<file path="config.mk">
export PLATFORM = sky130hd
export DESIGN_NAME = tinl_ctrl
export DESIGN_NICKNAME = d
export VERILOG_FILES = /design/src/rtl/tinl_pkg.sv /design/src/rtl/tinl_ctrl.sv
export SDC_FILE = /design/constraint.sdc
export NUM_CORES = 1
export LEC_CHECK = 0
export BUFFER_PORTS_ARGS = -buffer_cell sky130_fd_sc_hd__buf_4
export CORE_MARGIN = 2
export CORE_UTILIZATION = 41
export DETAILED_ROUTE_END_ITERATION = 7
export GPL_TIMING_DRIVEN = 1
export PLACE_DENSITY_LB_ADDON = 0.2
export SLEW_MARGIN = 25
export SYNTH_ARGS = -nofsm -noshare
export SYNTH_HDL_FRONTEND = slang
export SYNTH_SLANG_ARGS = --single-unit
</file>
<file path="constraint.sdc">
create_clock -name i_clk -period 1.6 [get_ports i_clk]
set_input_delay 0.32 -clock i_clk [delete_from_list [all_inputs] [get_ports i_clk]]
set_output_delay 0.32 -clock i_clk [all_outputs]
set_load 0.005 [all_outputs]
</file>
<file path="src/rtl/tinl_pkg.sv">
// Shared types and constants for the table interpolator.
`timescale 1ns / 1ps
`default_nettype none

package tinl_pkg;

    localparam int DIST_W     = 25;
    localparam int VAL_W      = 24;
    localparam int QD_W       = 26;
    localparam int IDX_W      = 6;
    localparam int STAT_W     = 2;
    localparam int CFG_IDX_W  = 1;
    localparam int CFG_DATA_W = 7;
    localparam int ENTRY_W    = DIST_W + VAL_W;
    localparam int PROD_W     = DIST_W + VAL_W;
    localparam int QUOT_W     = VAL_W;
    localparam int DIV_STEPS  = QUOT_W;
    localparam int DIV_CNT_W  = $clog2(DIV_STEPS + 1);

    localparam logic [DIST_W-1:0] MAX_DISTANCE = 25'd21000000;

    localparam logic MODE_QUERY = 1'b0;
    localparam logic MODE_LOAD  = 1'b1;

    localparam logic INTERP_LINEAR  = 1'b0;
    localparam logic INTERP_NEAREST = 1'b1;

    localparam logic [CFG_IDX_W-1:0] CFG_INTERP_MODE = 1'd0;
    localparam logic [CFG_IDX_W-1:0] CFG_ENTRY_COUNT = 1'd1;

    localparam logic [STAT_W-1:0] STAT_OK    = 2'd0;
    localparam logic [STAT_W-1:0] STAT_NEG   = 2'd1;
    localparam logic [STAT_W-1:0] STAT_RANGE = 2'd2;

    typedef enum logic [2:0] {
        ADDR_ZERO,
        ADDR_LAST,
        ADDR_MID,
        ADDR_LOW,
        ADDR_HIGH
    } t_addr_sel;

    typedef enum logic [2:0] {
        RES_NONE,
        RES_ZERO,
        RES_A,
        RES_B,
        RES_RDATA,
        RES_NEAR,
        RES_SUM
    } t_res_sel;

    typedef struct packed {
        logic              take;
        t_addr_sel         addr_sel;
        logic              cap_a;
        logic              cap_b;
        logic              srch_init;
        logic              srch_step;
        logic              mul_load;
        logic              div_start;
        t_res_sel          res_sel;
        logic [STAT_W-1:0] res_stat;
        logic              out_load;
    } t_cmd;

    typedef struct packed {
        logic neg;
        logic above;
        logic n_zero;
        logic n_one;
        logic nearest;
        logic x_le_a;
        logic x_ge_b;
        logic srch_done;
        logic lo_zero;
        logic lo_past;
        logic dx_bad;
        logic div_done;
        logic out_free;
    } t_sts;

endpackage

`default_nettype wire

</file>
<file path="src/rtl/tinl_ctrl.sv">
// Controller: sequences the checks, table search, interpolation and output.
`timescale 1ns / 1ps
`default_nettype none

module tinl_ctrl
    import tinl_pkg::*;
(
    input  wire logic i_clk,
    input  wire logic i_rst_n,
    input  wire logic i_in_valid,
    input  wire logic i_in_mode,
    input  wire t_sts i_sts,
    output logic      o_in_ready,
    output t_cmd      o_cmd
);

    typedef enum logic [4:0] {
        S_IDLE,
        S_CHECK,
        S_FIRST_CAP,
        S_FIRST_CHK,
        S_LAST_CAP,
        S_LAST_CHK,
        S_SRCH_ADDR,
        S_SRCH_CMP,
        S_SRCH_END,
        S_END_CAP,
        S_PAIR_HIGH,
        S_PAIR_CAP,
        S_PAIR_CHK,
        S_DIV_START,
        S_DIV_RUN,
        S_DONE
    } t_state;

    t_state r_state;
    t_state n_state;
    logic   r_in_ready;

    always_comb begin
        n_state        = r_state;
        o_cmd          = '0;
        o_cmd.addr_sel = ADDR_ZERO;
        o_cmd.res_sel  = RES_NONE;
        o_cmd.res_stat = STAT_OK;

        case (r_state)
            S_IDLE: begin
                o_cmd.take = i_in_valid && r_in_ready;
                if (o_cmd.take && (i_in_mode == MODE_QUERY)) begin
                    n_state = S_CHECK;
                end
            end
            S_CHECK: begin
                if (i_sts.neg) begin
                    o_cmd.res_sel  = RES_ZERO;
                    o_cmd.res_stat = STAT_NEG;
                    n_state        = S_DONE;
                end else if (i_sts.above) begin
                    o_cmd.res_sel  = RES_ZERO;
                    o_cmd.res_stat = STAT_RANGE;
                    n_state        = S_DONE;
                end else if (i_sts.n_zero) begin
                    o_cmd.res_sel = RES_ZERO;
                    n_state       = S_DONE;
                end else if (i_sts.n_one || !i_sts.nearest) begin
                    o_cmd.addr_sel = ADDR_ZERO;
                    n_state        = S_FIRST_CAP;
                end else begin
                    o_cmd.srch_init = 1'b1;
                    n_state         = S_SRCH_ADDR;
                end
            end
            S_FIRST_CAP: begin
                o_cmd.cap_a = 1'b1;
                n_state     = S_FIRST_CHK;
            end
            S_FIRST_CHK: begin
                if (i_sts.n_one || i_sts.x_le_a) begin
                    o_cmd.res_sel = RES_A;
                    n_state       = S_DONE;
                end else begin
                    o_cmd.addr_sel = ADDR_LAST;
                    n_state        = S_LAST_CAP;
                end
            end
            S_LAST_CAP: begin
                o_cmd.cap_b = 1'b1;
                n_state     = S_LAST_CHK;
            end
            S_LAST_CHK: begin
                if (i_sts.x_ge_b) begin
                    o_cmd.res_sel = RES_B;
                    n_state       = S_DONE;
                end else begin
                    o_cmd.srch_init = 1'b1;
                    n_state         = S_SRCH_ADDR;
                end
            end
            S_SRCH_ADDR: begin
                if (i_sts.srch_done) begin
                    n_state = S_SRCH_END;
                end else begin
                    o_cmd.addr_sel = ADDR_MID;
                    n_state        = S_SRCH_CMP;
                end
            end
            S_SRCH_CMP: begin
                o_cmd.srch_step = 1'b1;
                n_state         = S_SRCH_ADDR;
            end
            S_SRCH_END: begin
                if (!i_sts.nearest && (i_sts.lo_zero || i_sts.lo_past)) begin
                    // only reachable with an unsorted table; entry 0 is in A
                    o_cmd.res_sel = RES_A;
                    n_state       = S_DONE;
                end else if (i_sts.lo_zero) begin
                    o_cmd.addr_sel = ADDR_ZERO;
                    n_state        = S_END_CAP;
                end else if (i_sts.lo_past) begin
                    o_cmd.addr_sel = ADDR_LAST;
                    n_state        = S_END_CAP;
                end else begin
                    o_cmd.addr_sel = ADDR_LOW;
                    n_state        = S_PAIR_HIGH;
                end
            end
            S_END_CAP: begin
                o_cmd.res_sel = RES_RDATA;
                n_state       = S_DONE;
            end
            S_PAIR_HIGH: begin
                o_cmd.cap_a    = 1'b1;
                o_cmd.addr_sel = ADDR_HIGH;
                n_state        = S_PAIR_CAP;
            end
            S_PAIR_CAP: begin
                o_cmd.cap_b = 1'b1;
                n_state     = S_PAIR_CHK;
            end
            S_PAIR_CHK: begin
                if (i_sts.nearest) begin
                    o_cmd.res_sel = RES_NEAR;
                    n_state       = S_DONE;
                end else if (i_sts.dx_bad) begin
                    o_cmd.res_sel = RES_A;
                    n_state       = S_DONE;
                end else begin
                    o_cmd.mul_load = 1'b1;
                    n_state        = S_DIV_START;
                end
            end
            S_DIV_START: begin
                o_cmd.div_start = 1'b1;
                n_state         = S_DIV_RUN;
            end
            S_DIV_RUN: begin
                if (i_sts.div_done) begin
                    o_cmd.res_sel = RES_SUM;
                    n_state       = S_DONE;
                end
            end
            S_DONE: begin
                if (i_sts.out_free) begin
                    o_cmd.out_load = 1'b1;
                    n_state        = S_IDLE;
                end
            end
            default: begin
                n_state = S_IDLE;
            end
        endcase
    end

    always_ff @(posedge i_clk) begin
        if (!i_rst_n) begin
            r_state    <= S_IDLE;
            r_in_ready <= 1'b0;
        end else begin
            r_state    <= n_state;
            r_in_ready <= (n_state == S_IDLE);
        end
    end

    assign o_in_ready = r_in_ready;

endmodule

`default_nettype wire

</file>
==> impl_metrics.env, run 1 <==
export IMPL_yosysUniqueCellTypes=46
export IMPL_start_util_pct=43.0
export IMPL_async_flop_share_pct=0
export IMPL_numCtsBuffers=3
export IMPL_place_congestion=0.891
export IMPL_syn_area_um2=727
export IMPL_hpwl_mm=2.26
export IMPL_synth_edf_count=0
export IMPL_netlist_instances=101
export IMPL_fp_row_count=15
export IMPL_synth_nets=118
export IMPL_die_h_um=46.1
export IMPL_cts_max_level=1
export IMPL_max_clock_path_buffers=2
export IMPL_die_w_um=46.1
export IMPL_yosys_warnings=0
export IMPL_ys_flop_type="dfxtp_1"
export IMPL_status="did not finish"
export IMPL_cts_hold_buf=0
export IMPL_synth_seq_cells=6
export IMPL_grt_max_degree=10
export IMPL_grt_worst_endpoint="o_cmd[12]"
export IMPL_ioPinCount=34
export IMPL_cts_sinks=6
export IMPL_synth_top_cell_area_share_pct=16.5
export IMPL_ys_seq_area_share_pct=16.5
export IMPL_yosys_top_cells_area="dfxtp_1, nor2_1, nor3_1"
export IMPL_avgSynthCellArea_um2=7.20
export IMPL_port_buffers=33
export IMPL_stop_stage="5_1_grt"
export IMPL_synth_top_cell_by_area="dfxtp_1"
export IMPL_cts_root_buf="clkbuf_4"
export IMPL_worst_endpoint_kind="output port"
export IMPL_error_line="[ERROR DPL-0038] Utilization greater than 100%, impossible to legalize"
Yosys cell counts (2+ instances only):
cell      number
a31oi_1        3
o31a_1         2
nand2_1        9
nor4_2         2
buf_6          2
o21ai_0        2
o21a_1         2
nor3_1         8
o31ai_1        3
nor3b_1        3
or3_1          2
a21boi_0       2
buf_4          2
a21oi_1        2
dfxtp_1        6
inv_1          4
nand3_1        2
or4_1          2
buf_2          2
nor2_1        11
nand2b_1       3
nor2b_1        3
logic make-up after synthesis:
kind of cell / count (synthesis) / synth area share, %
AO/OA/AOI/OAI: 29 / 30.5
buffers and inverters: 11 / 9.12
flip-flops: 6 / 16.5
multiplexers: 1 / 1.55
other: 1 / 0.516
AND/OR/NAND/NOR: 53 / 41.8
per-stage QoR:
step	setup slack, ns	cells	hold slack, ns	setup TNS [ns]	instance area [um2]
detailed placement	-0.245	177	0.564	-1.50	1230
CTS	-0.384	191	0.317	-3.38	1530
floorplan	-0.0300	101	0.437	-0.0300	790
global placement	-0.208	177	0.557	-1.48	1230
timing repair:
item,4_1_cts
resized for setup,48
setup buffers,13
endpoints found under the hold margin,0
pin swaps,20
gates cloned,1
setup endpoints to repair,20
==> run 2, diff against run 1 <==
--- a/config.mk
+++ b/config.mk
@@ -6,11 +6,11 @@
 export NUM_CORES = 1
 export LEC_CHECK = 0
 export BUFFER_PORTS_ARGS = -buffer_cell sky130_fd_sc_hd__buf_4
-export CORE_MARGIN = 2
-export CORE_UTILIZATION = 41
+export CORE_AREA = 2 2 63 65
 export DETAILED_ROUTE_END_ITERATION = 7
+export DIE_AREA = 0 0 65 67
 export GPL_TIMING_DRIVEN = 1
-export PLACE_DENSITY_LB_ADDON = 0.2
+export PLACE_DENSITY_LB_ADDON = 0.15
 export SLEW_MARGIN = 25
 export SYNTH_ARGS = -nofsm -noshare
 export SYNTH_HDL_FRONTEND = slang
==> constraint.sdc (replaced) <==
create_clock -name i_clk -period 2.1 [get_ports i_clk]
set_input_delay 0.42 -clock i_clk [delete_from_list [all_inputs] [get_ports i_clk]]
set_output_delay 0.42 -clock i_clk [all_outputs]
set_load 0.005 [all_outputs]
==> impl_metrics.env, run 2 <==
export IMPL_status="complete, no violations"
export IMPL_r2r_start="r_state[0]$_SDFF_PN0_"
export IMPL_routed_via_count=980
export IMPL_ys_flop_type="dfxtp_1"
export IMPL_multi_input_area_um2=612
export IMPL_final_common_cell="buf_4"
export IMPL_fin_nets=169
export IMPL_cap_violations=0
export IMPL_powerDensity_nw_per_um2=336
export IMPL_dp_slack_ns=0.0399
export IMPL_fin_crit_ns=2.07
export IMPL_clock_skew_ns=0.000550
export IMPL_clk_latency_ns=0.22
export IMPL_hpwl_mm=2.27
export IMPL_place_congestion=0.876
export IMPL_crit_required_ns=1.68
export IMPL_ir_drop_v=0.000300
export IMPL_ioPinCount=34
export IMPL_cts_tree="done"
export IMPL_reg2reg_depth=6
export IMPL_netlist_instances=101
export IMPL_crit_start="r_state[1]$_SDFF_PN0_"
export IMPL_antenna_found_initial=0
export IMPL_die_h_um=67
export IMPL_die_area_um2=4360
export IMPL_grt_max_degree=13
export IMPL_grt_pass1_vias=985
export IMPL_wl_mm=2.84
export IMPL_p_leak_nw=0.484
export IMPL_wl_per_cell_um=14.4
export IMPL_async_flop_share_pct=0
export IMPL_fillers=389
export IMPL_critPathSlowestCell="dfxtp_1"
export IMPL_max_clock_path_buffers=2
export IMPL_worst_pin_slew_ns=0.656
export IMPL_critical_path_arrival_ns=1.65
export IMPL_largest_register_ffs=5
export IMPL_grt_pass1_wl_mm=4.57
export IMPL_grt_use_total_pct=13.8
export IMPL_max_slew_margin_pct=55.1
export IMPL_yosys_top_cells_area="dfxtp_1, nor2_1, nor3_1"
export IMPL_holdCritPathClass="in2reg"
export IMPL_rrSetupSlack_ns=0.16
export IMPL_slew_viol_final=0
export IMPL_path_cells="nand2b_2 > or3_4 > buf_4 > nor4b_2 > buf_4"
export IMPL_area_growth_syn_to_layout_pct=72.1
export IMPL_ys_seq_area_share_pct=16.5
export IMPL_final_cell_mix="buf_4, nor2_1, nand2_1"
export IMPL_cp_slowest_stage_delay_ns=0.37
export IMPL_synth_nets=118
export IMPL_path_buf_inv=2
export IMPL_synth_edf_count=0
export IMPL_r2r_end="o_in_ready$_SDFF_PN0_"
export IMPL_fmax_ghz=0.483
export IMPL_path_class="reg2out"
export IMPL_cts_max_level=1
export IMPL_syn_area_um2=727
export IMPL_numCtsBuffers=3
export IMPL_synth_top_cell_area_share_pct=16.5
export IMPL_regMostFlops="r_state"
export IMPL_gr_total_overflow=0
export IMPL_cts_setup_buffers=0
export IMPL_end_kind="output port"
export IMPL_cts_root_buf="clkbuf_8"
export IMPL_rsz0062_at_grt="true"
export IMPL_path_clk_slew_ns=0.03
export IMPL_crit_end="o_cmd[2]"
export IMPL_ys_top_cells_by_count="nor2_1, nand2_1, nor3_1"
export IMPL_regArea_um2=129
export IMPL_drt_iter0_drc=36
export IMPL_avgSynthCellArea_um2=7.20
export IMPL_fp_row_count=22
export IMPL_drc=0
export IMPL_worstSetupStartpointType="flip-flop"
export IMPL_synth_top_cell_by_area="dfxtp_1"
export IMPL_hold_viol=0
export IMPL_hold_slack_ns=0.441
export IMPL_cts_sinks=6
export IMPL_tns_ns=0
export IMPL_yosysUniqueCellTypes=46
export IMPL_insertedDiodeCount=0
export IMPL_via_per_inst=4.95
export IMPL_yosys_warnings=0
export IMPL_core_area_um2=3610
export IMPL_crit_fanout=6
export IMPL_drtPass1Iterations=4
export IMPL_setup_ws_ns=0.0294
export IMPL_cpMostUsedCell="buf_4"
export IMPL_drive_above_1_share_pct=49.3
export IMPL_path_depth=5
export IMPL_synth_most_common_cell="nor2_1"
export IMPL_port_buffers=33
export IMPL_synth_seq_cells=6
export IMPL_start_util_pct=20.2
export IMPL_cpLargestDelayFamily="simple AND/OR/NAND/NOR gates"
export IMPL_setup_viol=0
export IMPL_finalCritPeriodShare_pct=98.6
export IMPL_ant_nets=0
export IMPL_die_w_um=65
-- run 2: final cells by class --
| cell class | count | share of cell area (%) |
|---|---|---|
| clock buffer | 3 | 3.30 |
| inverter | 5 | 1.50 |
| multi-input combinational | 84 | 48.9 |
| sequential | 6 | 10.3 |
| tap | 48 | 4.80 |
| timing repair buffer | 52 | 31.2 |
-- run 2: cells by family (layout without fill, tap and decap cells) --
family | count (synthesis) | after routing | share of synthesized area [%]
compound gates | 29 | 29 | 30.5
mux | 1 | 1 | 1.55
other cells | 1 | 1 | 0.516
flops | 6 | 6 | 16.5
simple gates | 53 | 53 | 41.8
buf+inv | 11 | 60 | 9.12
-- run 2: worst min-delay path by stage --
stage / depth (start not counted) / endpoint / slack (ns) / start
2_1_floorplan: 1 / r_state[2]$_SDFF_PN0_ / 0.54 / i_rst_n
3_3_place_gp: 2 / r_state[2]$_SDFF_PN0_ / 0.67 / i_rst_n
3_5_place_dp: 2 / r_state[2]$_SDFF_PN0_ / 0.67 / i_rst_n
4_1_cts: 2 / r_state[2]$_SDFF_PN0_ / 0.44 / i_rst_n
5_1_grt: 2 / r_state[0]$_SDFF_PN0_ / 0.47 / i_rst_n
6_report: 2 / r_state[2]$_SDFF_PN0_ / 0.44 / i_rst_n
-- run 2: repair_timing --
| action | in CTS | in global routing |
|---|---|---|
| pin swaps | 0 | 1 |
| hold buffers | 0 | 0 |
| resized for setup | 7 | 12 |
| setup endpoints to repair | 6 | 6 |
-- run 2: worst reg2reg max path, delay by kind of cell, from the launching register on --
family	cells	cell delay, ns
compound gates	2	0.24
buf+inv	1	0.22
flops	1	0.41
simple gates	3	0.98
-- run 2: report_power, final --
part	switching, mW	internal (mW)
registers	0.0106	0.119
clock network	0.0475	0.123
logic	0.0565	0.0635
total	0.115	0.306
-- run 2: metrics by stage --
stage	util, %	cell area (um2)	std cells	total power, mW
finish	34.7	1250	198	0.420
detailed placement	31.3	1130	195	0.244
floorplan	-	727	101	0.178
global placement	31.3	1130	195	0.245
global route	34.7	1250	198	0.440
CTS	33.3	1200	198	0.420
-- run 2: layer usage --
metal	global-route usage (%)	routed length (um)	up-vias	share of wire [%]
met5	0	0	-	0
met2	23.3	1370	37	48
met1	18.1	1280	452	45
li1	-	-	482	-
met4	5.05	62	0	2.2
met3	1.35	133	9	4.7
Power figures use the tool's default switching activity.
==> run 3, diff against run 2 <==
==> constraint.sdc (replaced) <==
create_clock -name i_clk -period 1.9 [get_ports i_clk]
set_input_delay 0.19 -clock i_clk [delete_from_list [all_inputs] [get_ports i_clk]]
set_output_delay 0.19 -clock i_clk [all_outputs]
set_load 0.005 [all_outputs]
==> impl_metrics.env, run 3 (synthesized netlist as in run 2, its figures left out) <==
export IMPL_drive_above_1_share_pct=51.3
export IMPL_final_util_pct=35.2
export IMPL_worstSetupStartpointType="flip-flop"
export IMPL_min_from="i_rst_n"
export IMPL_max_slew_margin_pct=51.1
export IMPL_final_common_cell="buf_4"
export IMPL_cts_sinks=6
export IMPL_ir_drop_v=0.000476
export IMPL_setup_viol=0
export IMPL_r2r_start="r_state[2]$_SDFF_PN0_"
export IMPL_cts_max_level=1
export IMPL_status="complete, no violations"
export IMPL_fin_nets=173
export IMPL_die_area_um2=4360
export IMPL_area_growth_syn_to_layout_pct=74.7
export IMPL_drtPass1Iterations=4
export IMPL_core_area_um2=3610
export IMPL_hold_slack_ns=0.213
export IMPL_max_clock_path_buffers=2
export IMPL_drt_iter0_drc=26
export IMPL_via_per_inst=4.83
export IMPL_hold_depth=2
export IMPL_cts_hold_buf=0
export IMPL_gr_total_overflow=0
export IMPL_fmax_ghz=0.535
export IMPL_crit_fanout=13
export IMPL_die_w_um=65
export IMPL_tns_ns=0
export IMPL_r2r_end="r_state[0]$_SDFF_PN0_"
export IMPL_cts_root_buf="clkbuf_8"
export IMPL_regMostFlops="r_state"
export IMPL_end_kind="output port"
export IMPL_grt_use_total_pct=13.5
export IMPL_holdPathEnd="r_state[2]$_SDFF_PN0_"
export IMPL_antenna_found_initial=0
export IMPL_hpwl_mm=2.31
export IMPL_fp_row_count=22
export IMPL_place_congestion=0.868
export IMPL_cap_violations=0
export IMPL_worst_pin_slew_ns=0.715
export IMPL_drc=0
export IMPL_final_area_um2=1270
export IMPL_path_clk_slew_ns=0.04
export IMPL_port_buffers=33
export IMPL_largest_register_ffs=5
export IMPL_grt_pass1_vias=985
export IMPL_start_util_pct=20.2
export IMPL_powerDensity_nw_per_um2=365
export IMPL_cts_tree="done"
export IMPL_rrSetupSlack_ns=0.09
export IMPL_reg2reg_depth=5
export IMPL_crit_required_ns=1.71
export IMPL_insertedDiodeCount=0
export IMPL_p_leak_nw=0.502
export IMPL_placed_area_um2=1150
export IMPL_hold_viol=0
export IMPL_numCtsBuffers=3
export IMPL_die_h_um=67
export IMPL_fin_crit_ns=1.87
export IMPL_rsz0062_at_grt="true"
export IMPL_clk_latency_ns=0.22
export IMPL_grt_max_degree=14
export IMPL_critical_path_arrival_ns=1.68
export IMPL_wl_per_cell_um=13.8
export IMPL_finalCritPeriodShare_pct=98.3
export IMPL_dp_slack_ns=0.0565
export IMPL_wl_mm=2.79
export IMPL_slew_viol_final=0
export IMPL_grt_pass1_wl_mm=4.60
export IMPL_clock_skew_ns=0.00276
export IMPL_path_class="reg2out"
export IMPL_routed_via_count=975
export IMPL_setup_ws_ns=0.0321
export IMPL_ant_nets=0
export IMPL_ioPinCount=34
export IMPL_holdCritPathClass="in2reg"
export IMPL_final_cell_mix="buf_4, nor2_1, nand2_1"
-- run 3: how the worst max path moves through the flow --
stage	startpoint	endpoint	slack [ns]	cells after the start
floorplan	r_state[3]$_SDFF_PN0_	o_cmd[12]	0.27	4
global route	r_state[3]$_SDFF_PN0_	o_cmd[12]	-0.04	4
detailed placement	r_state[3]$_SDFF_PN0_	r_state[0]$_SDFF_PN0_	0.06	6
global placement	r_state[3]$_SDFF_PN0_	o_cmd[4]	-0.03	6
finish	r_state[0]$_SDFF_PN0_	o_cmd[12]	0.03	4
CTS	r_state[4]$_SDFF_PN0_	o_cmd[12]	0.003	4
-- run 3: through the flow --
stage / total power [mW] / std cells
2_1_floorplan: 0.196 / 101
3_3_place_gp: 0.270 / 198
3_5_place_dp: 0.269 / 198
4_1_cts: 0.465 / 201
5_1_grt: 0.491 / 202
6_report: 0.463 / 202
-- run 3: metal layers --
metal  vias to the layer above  GRT usage (%)  wire length [um]
met5                         -              0                 0
met4                         0           1.86                 0
met3                         0           3.38               153
met2                        31           23.6              1370
met1                       450           17.1              1260
li1                        494              -                 -
-- run 3: repair_timing --
| item | 4_1_cts | 5_1_grt |
|---|---|---|
| buffers inserted | 0 | 1 |
| setup endpoints to repair | 6 | 6 |
| pin swaps | 0 | 3 |
| resized for setup | 9 | 10 |
| cloned | 0 | 0 |
-- run 3: cell type report --
cell class / instances / area (um2)
Inverter: 5 / 18.8
Sequential cell: 6 / 131
Multi-Input combinational cell: 84 / 598
Tap cell: 48 / 60.1
Fill cell: 409 / 2340
Timing Repair Buffer: 56 / 420
Clock buffer: 3 / 41.3
-- run 3: worst max-delay path, cell delays in order (launching register included) --
cell and delay, ns:
dfxtp_2 0.46, nand2_1 0.10, or4b_2 0.64, o31ai_1 0.10
buf_4 0.16
-- run 3: power breakdown --
group / total [mW] / internal (mW) / switching [mW]
registers: 0.146 / 0.132 / 0.0143
clock network: 0.189 / 0.136 / 0.0531
logic: 0.128 / 0.0699 / 0.0579
total: 0.463 / 0.338 / 0.125
